===== src/hdl/sqvt_pkg.sv =====
package sqvt_pkg;

  // Default quarter-wave table resolution: 2^10 + 1 entries.
  localparam int SINE_TABLE_BITS_DEF = 10;

  // Sine magnitude is Q1.14 in 0..16384; the signed value needs one more bit.
  localparam int SIN_MAG_W = 15;
  localparam int SIN_W     = 16;

  // Scaled sprite size (12-bit texels times Q8.8 scale), Q.8.
  localparam int SIZE_W = 28;

  // Rotated offsets and centre, Q.23.
  localparam int PROD_W = 44;

  // Vertex sum before rounding, Q.23, with headroom for three terms.
  localparam int VSUM_W = 46;

  localparam longint unsigned PI_HALF_Q30 = 64'd1686629713;

  // One draw layer step in Q.8 pixels (10000 pixels).
  localparam logic [21:0] DEPTH_STEP_Q8 = 22'd2560000;

  localparam logic [1:0] LAST_CORNER = 2'd3;

  // Per-sprite geometry handed from the setup pipeline to the vertex generator.
  typedef struct packed {
    logic signed [PROD_W-1:0] cx;
    logic signed [PROD_W-1:0] cy;
    logic signed [PROD_W-1:0] swc;
    logic signed [PROD_W-1:0] sws;
    logic signed [PROD_W-1:0] shc;
    logic signed [PROD_W-1:0] shs;
    logic [12:0]              u0;
    logic [12:0]              u1;
    logic [12:0]              v0;
    logic [12:0]              v1;
    logic [31:0]              rgba;
    logic [7:0]               tex_id;
    logic [7:0]               layer;
    logic signed [31:0]       depth;
  } sqvt_geom_t;

  // Two multiply-and-scale steps of the Taylor series, Q.30.
  function automatic longint unsigned taylor_sq(input longint unsigned t,
                                                input longint unsigned x);
    longint unsigned p;
    p = (t * x) >> 30;
    p = (p * x) >> 30;
    return p;
  endfunction

  // Quarter-wave sine entry i of a table with 2^bits steps, Q1.14.
  // Only evaluated at elaboration to build the table.
  function automatic logic [SIN_MAG_W-1:0] sine_entry(input longint unsigned i,
                                                       input int bits);
    longint unsigned n;
    longint unsigned ii;
    longint unsigned x;
    longint unsigned t;
    longint          sum;
    n  = 64'd1 << bits;
    ii = (i > n) ? n : i;
    x  = (PI_HALF_Q30 * ii) >> bits;
    t  = x;
    sum = longint'(x);
    t = taylor_sq(t, x) / 64'd6;   sum = sum - longint'(t);
    t = taylor_sq(t, x) / 64'd20;  sum = sum + longint'(t);
    t = taylor_sq(t, x) / 64'd42;  sum = sum - longint'(t);
    t = taylor_sq(t, x) / 64'd72;  sum = sum + longint'(t);
    t = taylor_sq(t, x) / 64'd110; sum = sum - longint'(t);
    t = taylor_sq(t, x) / 64'd156; sum = sum + longint'(t);
    t = taylor_sq(t, x) / 64'd210; sum = sum - longint'(t);
    if (sum < 0) sum = 0;
    sum = (sum + 64'sd32768) >>> 16;
    if (sum > 64'sd16384) sum = 64'sd16384;
    return sum[SIN_MAG_W-1:0];
  endfunction

endpackage


===== src/hdl/sqvt_vertex_gen.sv =====
module sqvt_vertex_gen import sqvt_pkg::*; (
  input  logic               clk,
  input  logic               rst,
  input  logic               geom_valid,
  input  sqvt_geom_t         geom,
  output logic               geom_ready,
  output logic               out_valid,
  input  logic               out_stall,
  output logic [1:0]         corner,
  output logic signed [23:0] vert_x,
  output logic signed [23:0] vert_y,
  output logic [12:0]        tex_u,
  output logic [12:0]        tex_v,
  output logic [31:0]        out_rgba,
  output logic [7:0]         out_tex_id,
  output logic [7:0]         out_layer,
  output logic signed [31:0] depth_key,
  output logic               last
);

  localparam int Q_W = VSUM_W - 15;
  localparam logic signed [VSUM_W-1:0] ROUND_HALF = VSUM_W'(1 << 14);
  localparam logic signed [Q_W-1:0] VMAX = Q_W'(8388607);
  localparam logic signed [Q_W-1:0] VMIN = -Q_W'(8388608);

  function automatic logic signed [VSUM_W-1:0] ext(input logic signed [PROD_W-1:0] v);
    return {{(VSUM_W - PROD_W){v[PROD_W-1]}}, v};
  endfunction

  // Round a Q.23 sum to Q.8 (ties upward) and clamp to the 24-bit range.
  function automatic logic signed [23:0] round_sat(input logic signed [VSUM_W-1:0] v);
    logic signed [VSUM_W-1:0] r;
    logic signed [Q_W-1:0]    q;
    r = v + ROUND_HALF;
    q = r[VSUM_W-1:15];
    if (q > VMAX) begin
      return 24'sh7FFFFF;
    end else if (q < VMIN) begin
      return 24'sh800000;
    end else begin
      return q[23:0];
    end
  endfunction

  // Expansion stage: one sprite, walked through its four corners.
  logic       e_valid;
  logic [1:0] e_cnt;
  sqvt_geom_t e_g;

  // Vertex sum stage.
  logic                     v1_valid;
  logic signed [VSUM_W-1:0] v1_vx;
  logic signed [VSUM_W-1:0] v1_vy;
  logic [1:0]               v1_corner;
  logic [12:0]              v1_u;
  logic [12:0]              v1_v;
  logic [31:0]              v1_rgba;
  logic [7:0]               v1_tex_id;
  logic [7:0]               v1_layer;
  logic signed [31:0]       v1_depth;
  logic                     v1_last;

  logic out_ready;
  logic v1_ready;
  logic e_ready;

  assign out_ready  = !out_valid || !out_stall;
  assign v1_ready   = !v1_valid || out_ready;
  assign e_ready    = !e_valid || (e_cnt == LAST_CORNER && v1_ready);
  assign geom_ready = e_ready;

  always_ff @(posedge clk) begin
    if (rst) begin
      e_valid <= 1'b0;
      e_cnt   <= 2'd0;
    end else if (e_ready) begin
      e_valid <= geom_valid;
      e_cnt   <= 2'd0;
    end else if (e_valid && v1_ready) begin
      e_cnt <= e_cnt + 2'd1;
    end
  end

  always_ff @(posedge clk) begin
    if (e_ready && geom_valid) begin
      e_g <= geom;
    end
  end

  logic                     right;
  logic                     bottom;
  logic signed [VSUM_W-1:0] vx_next;
  logic signed [VSUM_W-1:0] vy_next;

  // Corner offsets are +-half size; the products already carry sin and cos.
  assign right   = e_cnt[0] ^ e_cnt[1];
  assign bottom  = e_cnt[1];
  assign vx_next = ext(e_g.cx)
                 + (right  ? ext(e_g.swc) : -ext(e_g.swc))
                 + (bottom ? -ext(e_g.shs) : ext(e_g.shs));
  assign vy_next = ext(e_g.cy)
                 + (right  ? ext(e_g.sws) : -ext(e_g.sws))
                 + (bottom ? ext(e_g.shc) : -ext(e_g.shc));

  always_ff @(posedge clk) begin
    if (rst) begin
      v1_valid <= 1'b0;
    end else if (v1_ready) begin
      v1_valid <= e_valid;
    end
  end

  always_ff @(posedge clk) begin
    if (v1_ready && e_valid) begin
      v1_vx     <= vx_next;
      v1_vy     <= vy_next;
      v1_corner <= e_cnt;
      v1_u      <= right ? e_g.u1 : e_g.u0;
      v1_v      <= bottom ? e_g.v1 : e_g.v0;
      v1_rgba   <= e_g.rgba;
      v1_tex_id <= e_g.tex_id;
      v1_layer  <= e_g.layer;
      v1_depth  <= e_g.depth;
      v1_last   <= (e_cnt == LAST_CORNER);
    end
  end

  always_ff @(posedge clk) begin
    if (rst) begin
      out_valid <= 1'b0;
    end else if (out_ready) begin
      out_valid <= v1_valid;
    end
  end

  always_ff @(posedge clk) begin
    if (out_ready && v1_valid) begin
      corner     <= v1_corner;
      vert_x     <= round_sat(v1_vx);
      vert_y     <= round_sat(v1_vy);
      tex_u      <= v1_u;
      tex_v      <= v1_v;
      out_rgba   <= v1_rgba;
      out_tex_id <= v1_tex_id;
      out_layer  <= v1_layer;
      depth_key  <= v1_depth;
      last       <= v1_last;
    end
  end

endmodule


===== config.mk =====
export PLATFORM = sky130hd
export DESIGN_NAME = sqvt_vertex_gen
export DESIGN_NICKNAME = d
export VERILOG_FILES = /design/src/hdl/sqvt_pkg.sv /design/src/hdl/sqvt_vertex_gen.sv
export SDC_FILE = /design/constraint.sdc
export NUM_CORES = 1
export LEC_CHECK = 0
export BUFFER_PORTS_ARGS = -buffer_cell sky130_fd_sc_hd__buf_2
export CORE_MARGIN = 10
export CORE_UTILIZATION = 37
export CTS_BUF_LIST = sky130_fd_sc_hd__clkbuf_16
export DETAILED_ROUTE_END_ITERATION = 10
export REMOVE_ABC_BUFFERS = 1
export SETUP_SLACK_MARGIN = 0.4
export SLEW_MARGIN = 10
export SYNTH_ARGS = -nofsm -noshare
export SYNTH_HDL_FRONTEND = slang
export SYNTH_SLANG_ARGS = --single-unit

===== constraint.sdc =====
create_clock -name clk -period 21.2 [get_ports clk]
set_input_delay 4.24 -clock clk [delete_from_list [all_inputs] [get_ports clk]]
set_output_delay 4.24 -clock clk [all_outputs]
set_load 0.02 [all_outputs]

# Word-level counts from Yosys, hierarchy flattened
# Index checks and enable logic that the tools add are counted.
# op_classes
eq_ne	1
order_cmp	4
reduce_logical	12
bitwise_logic	1
addsub	11
muxes	8
# op_table
op	n
$mux 46	4
$neg 44->46	4
$add 44x46->46	2
$add 46x16->46 const B	2
$add 46x46->46	2
$gt 31x24->1 const B	2
$lt 31x24->1 const B	2
$mux 24	2
$mux 13	2
$logic_and 1x1->1	4
$logic_not 1->1	4
$logic_or 1x1->1	3
$add 2x1->2 const B	1
$eq 2x2->1 const B	1
$reduce_or 2->1	1
$xor 1x1->1	1
# totals
wordCells	75
reg_bits	759

# Longest topological paths before layout
# logic_depth
depth_word	6
mapped_depth	24
depth_no_buf	23

# Worst setup path before layout
# No wires, ideal clock.
# synth_path
path_type	input to register
from	in out_stall
to	reg corner[0], enable pin
path_stages	1
arrival_ns	15.570
setup_slack_ns	4.719
path_cell_list	a21boi_0
# synth_between
elab_chain_cells	3
# synth_lines
item	line	source
start: declaration	sqvt_vertex_gen.sv:8	input logic out_stall,
$logic_not 1->1	sqvt_vertex_gen.sv:67	assign out_ready = !out_valid || !out_stall;
$logic_or 1x1->1	sqvt_vertex_gen.sv:67	
$logic_and 1x1->1	sqvt_vertex_gen.sv:137	if (out_ready && v1_valid) begin
end signal: assignment	sqvt_vertex_gen.sv:138	corner <= v1_corner;
end: declaration	sqvt_vertex_gen.sv:9	output logic [1:0] corner,
# Every way passes these cells.
# A chain may end at the register's enable or synchronous reset.

# Final worst setup path
# layout_path
from	in out_stall
to	out geom_ready
# layout_between
elab_chain_cells	5
# layout_lines
item	line	source
$logic_not 1->1	sqvt_vertex_gen.sv:67	
$logic_or 1x1->1	sqvt_vertex_gen.sv:67	
$logic_or 1x1->1	sqvt_vertex_gen.sv:68	assign v1_ready = !v1_valid || out_ready;
$logic_and 1x1->1	sqvt_vertex_gen.sv:69	assign e_ready = !e_valid || (e_cnt == LAST_CORNER && v1_ready);
$logic_or 1x1->1	sqvt_vertex_gen.sv:69	
end: declaration	sqvt_vertex_gen.sv:6	output logic geom_ready,
# Every way passes these cells.

==> out/metrics.csv <==
metric;value;unit
final hold vios;0;
DRT Pass-1 Iters;5;
drt drc;0;
Core Rows;110;
IO buf count;558;
GRT Util Overall;0.161;
clk_skew;0.0208;ns
Die ar.;104000;µm²
CTS tree;done;
Die Y;323;µm
Main synth FF type;edfxtp_1;
io pins;559;
Util after Layout;0.451;
worst skew pair latency;0.65;ns
Setup TNS Final;0;ns
Worst Path Required;16.96;ns
R2R setup slack;15.13;ns
fin crit period;9.14;ns
hpwl dp;66300;µm
worst flop-to-flop path endpoint;v1_vy[40]$_DFFE_PP_;
endpoints failing setup;0;
RSZ-0062 raised after global routing;false;
vias in the first global route;21321;
fraction of layout cells with a size suffix above 1;0.242;
FF-to-FF path depth;18;
number of synthesized flops with an enable pin;726;
period utilisation layout;0.431;
detailed-route via count;20747;
top cell type by total area after synthesis;edfxtp_1;
Max-Cap Viols;0;
number of distinct library cells after synthesis;81;
total core area;90400;µm²
hold_ws;0.410;ns
Setup crit start kind;input port;
CTS Buffer Depth;3;
die width;323;µm
Max Slew Vio Count;0;
worst-path maximum fanout;4;
post-cts sizing count;0;
leakage;16.0;nW
WS Path Type;in2out;
WP data arrival;4.90;ns
hold depth;0;
Cell Area, Placed;38100;µm²
initial drt markers;1287;
async set or reset register ratio after synthesis;0;
status;finished, final reports clean;
Synth Instances;2428;
power per cell area;93.6;nW/µm²
flops & latches, synth;731;
largest net degree at the start of global routing;158;
nets@finish;3629;
Cell Area, Synth;33900;µm²
crit end category;output pin;
Max Freq;109;MHz
total global routing overflow;0;
post-synth top area share;0.643;
top cells by area, synth;edfxtp_1 64%, fa_1 5.2%, xnor2_1 4.2%;
r2r startpoint;e_g[225]$_DFFE_PP_;
worst hold start;v1_layer[0]$_DFFE_PP_;
Final ANT Viol Nets;0;
Post-Route WL;85900;µm
WHS Endpoint;out_layer[0]$_DFFE_PP_;
Worst-Margin Slew;1.04;ns
WL per Instance;20.0;µm
final weighted congestion in routability-driven placement;0.862;
Post-CTS Setup Repair Bufs;0;
first-pass GRT wire length;128000;µm
HP Class;reg2reg;
clk root buf;clkbuf_16;
slew margin rel.;0.298;
clk sinks;731;
CTS Buf Count;84;
launch point of the worst path;out_stall;
sequential-to-total area share from yosys stat;0.646;
design area;40800;µm²
peak supply drop;0.0000592;V
Hold Buf Count CTS;0;
initial core utilization;0.375;
Via-to-Cell Ratio;4.82;
initial antenna violation count;23;
Area Overhead vs Synth;20.4;%
yosys warns;0;
H-Tree Depth;3;
Avg Synthesized Cell Area;14.0;µm²
Reg clk slew, reported paths;0.06;ns
## metrics by stage
step	instances	total power, mW	worst slack (ns)
after global routing	4299	4.02	11.98
after CTS	4288	3.88	12.06
after global placement	4136	2.47	12.05
after floorplan	2389	2.30	4.72
final	4301	3.82	12.06
after detailed placement	4136	2.48	12.07
## where the power goes
group	total, mW	leakage, nW	internal, mW	switching [mW]
Clock	1.37	1.34	0.787	0.588
Sequential	1.81	6.90	1.74	0.0636
Combinational	0.637	7.71	0.262	0.375
Total	3.82	16.0	2.79	1.03
## cell type report
type                    count  area, µm²
fillers                  8146      49600
repair buffers            571       2900
multi-input cells        1389      10900
diodes                     13       32.5
clock buffers              84       2100
inverters                 269       1010
clock inverters            68        528
well taps                1176       1470
flip-flops and latches    731      21900
## how the worst max path moves through the flow
stage	endpoint	depth (start not counted)
2_1_floorplan	corner[0]$_DFFE_PP_	1
3_3_place_gp	geom_ready	5
3_5_place_dp	geom_ready	5
4_1_cts	geom_ready	5
5_1_grt	geom_ready	5
6_report	geom_ready	5
## cells by family (layout without fill, tap and decap cells)
| logic type | count (synthesis) | after routing | share of synthesized area |
|---|---|---|---|
| other cells | 0 | 13 | 0 |
| mux | 34 | 34 | 0.0110 |
| simple gates | 489 | 489 | 0.0758 |
| flops | 731 | 731 | 0.646 |
| fa+ha+maj | 183 | 183 | 0.0871 |
| xor+xnor | 276 | 276 | 0.0716 |
| buf+inv | 308 | 992 | 0.0342 |
| compound gates | 407 | 407 | 0.0741 |
## cells in the mapped netlist, drive strengths merged (6+ instances only)
master and count:
nor3b 7, or4 13, xor2 114, inv 269, nor2 139, a21oi 140
buf 7, nand4 27, o31ai 19, mux2i 7, fa 88, o21bai 6
nand2 87, nor4 20, nor3 51, or3 21, clkbuf 32, xnor2 162
nand2b 16, o41ai 12, o21ai 97, mux2 27, or2 7, nand3 41
a31oi 21, and3 20, a21o 54, nor2b 10, edfxtp 726, ha 95
o21a 13, and2 11
## metal layers
layer  routed length, µm  vias to the layer above  track usage
li1                    -                    10034            -
met1               35000                     9990        0.197
met2               43500                      569        0.279
met3                4740                      154       0.0311
met4                2700                        0       0.0587
met5                   0                        -            0
## sequential cells by signal (all words and copies together) (netlist names), 24 cells and up
register / count
v1_vy: 32
out_rgba: 32
e_g: 396
v1_vx: 32
vert_y: 24
v1_depth: 32
depth_key: 32
vert_x: 24
v1_rgba: 32
## critical path, cell delays in order
cell	delay (ns)
buf_2	0.13
nand3_1	0.12
nand2_1	0.12
nand2_1	0.11
buf_2	0.18
## cell usage in the layout (no fill, tap or decap), types with 7 or more instances in the layout
| master | n |
|---|---|
| o21a_1 | 13 |
| a21o_1 | 54 |
| buf_4 | 12 |
| diode_2 | 13 |
| nand3_1 | 41 |
| xnor2_1 | 161 |
| buf_2 | 558 |
| mux2_2 | 27 |
| fa_1 | 88 |
| o31ai_1 | 18 |
| o21ai_0 | 91 |
| clkinv_2 | 11 |
| a31oi_1 | 21 |
| or3_1 | 20 |
| clkbuf_16 | 84 |
| nor3_1 | 47 |
| inv_1 | 288 |
| nand2_1 | 86 |
| and3_1 | 20 |
| and2_1 | 10 |
| nor2b_1 | 10 |
| nand2b_1 | 15 |
| clkinvlp_4 | 8 |
| nor4_1 | 16 |
| ha_1 | 94 |
| nand4_1 | 27 |
| a21oi_1 | 139 |
| mux2i_1 | 7 |
| edfxtp_1 | 726 |
| or4_1 | 11 |
| clkinv_1 | 14 |
| o41ai_1 | 12 |
| nor2_1 | 139 |
| xor2_1 | 114 |
No activity file was read; power rests on OpenSTA's default activity.
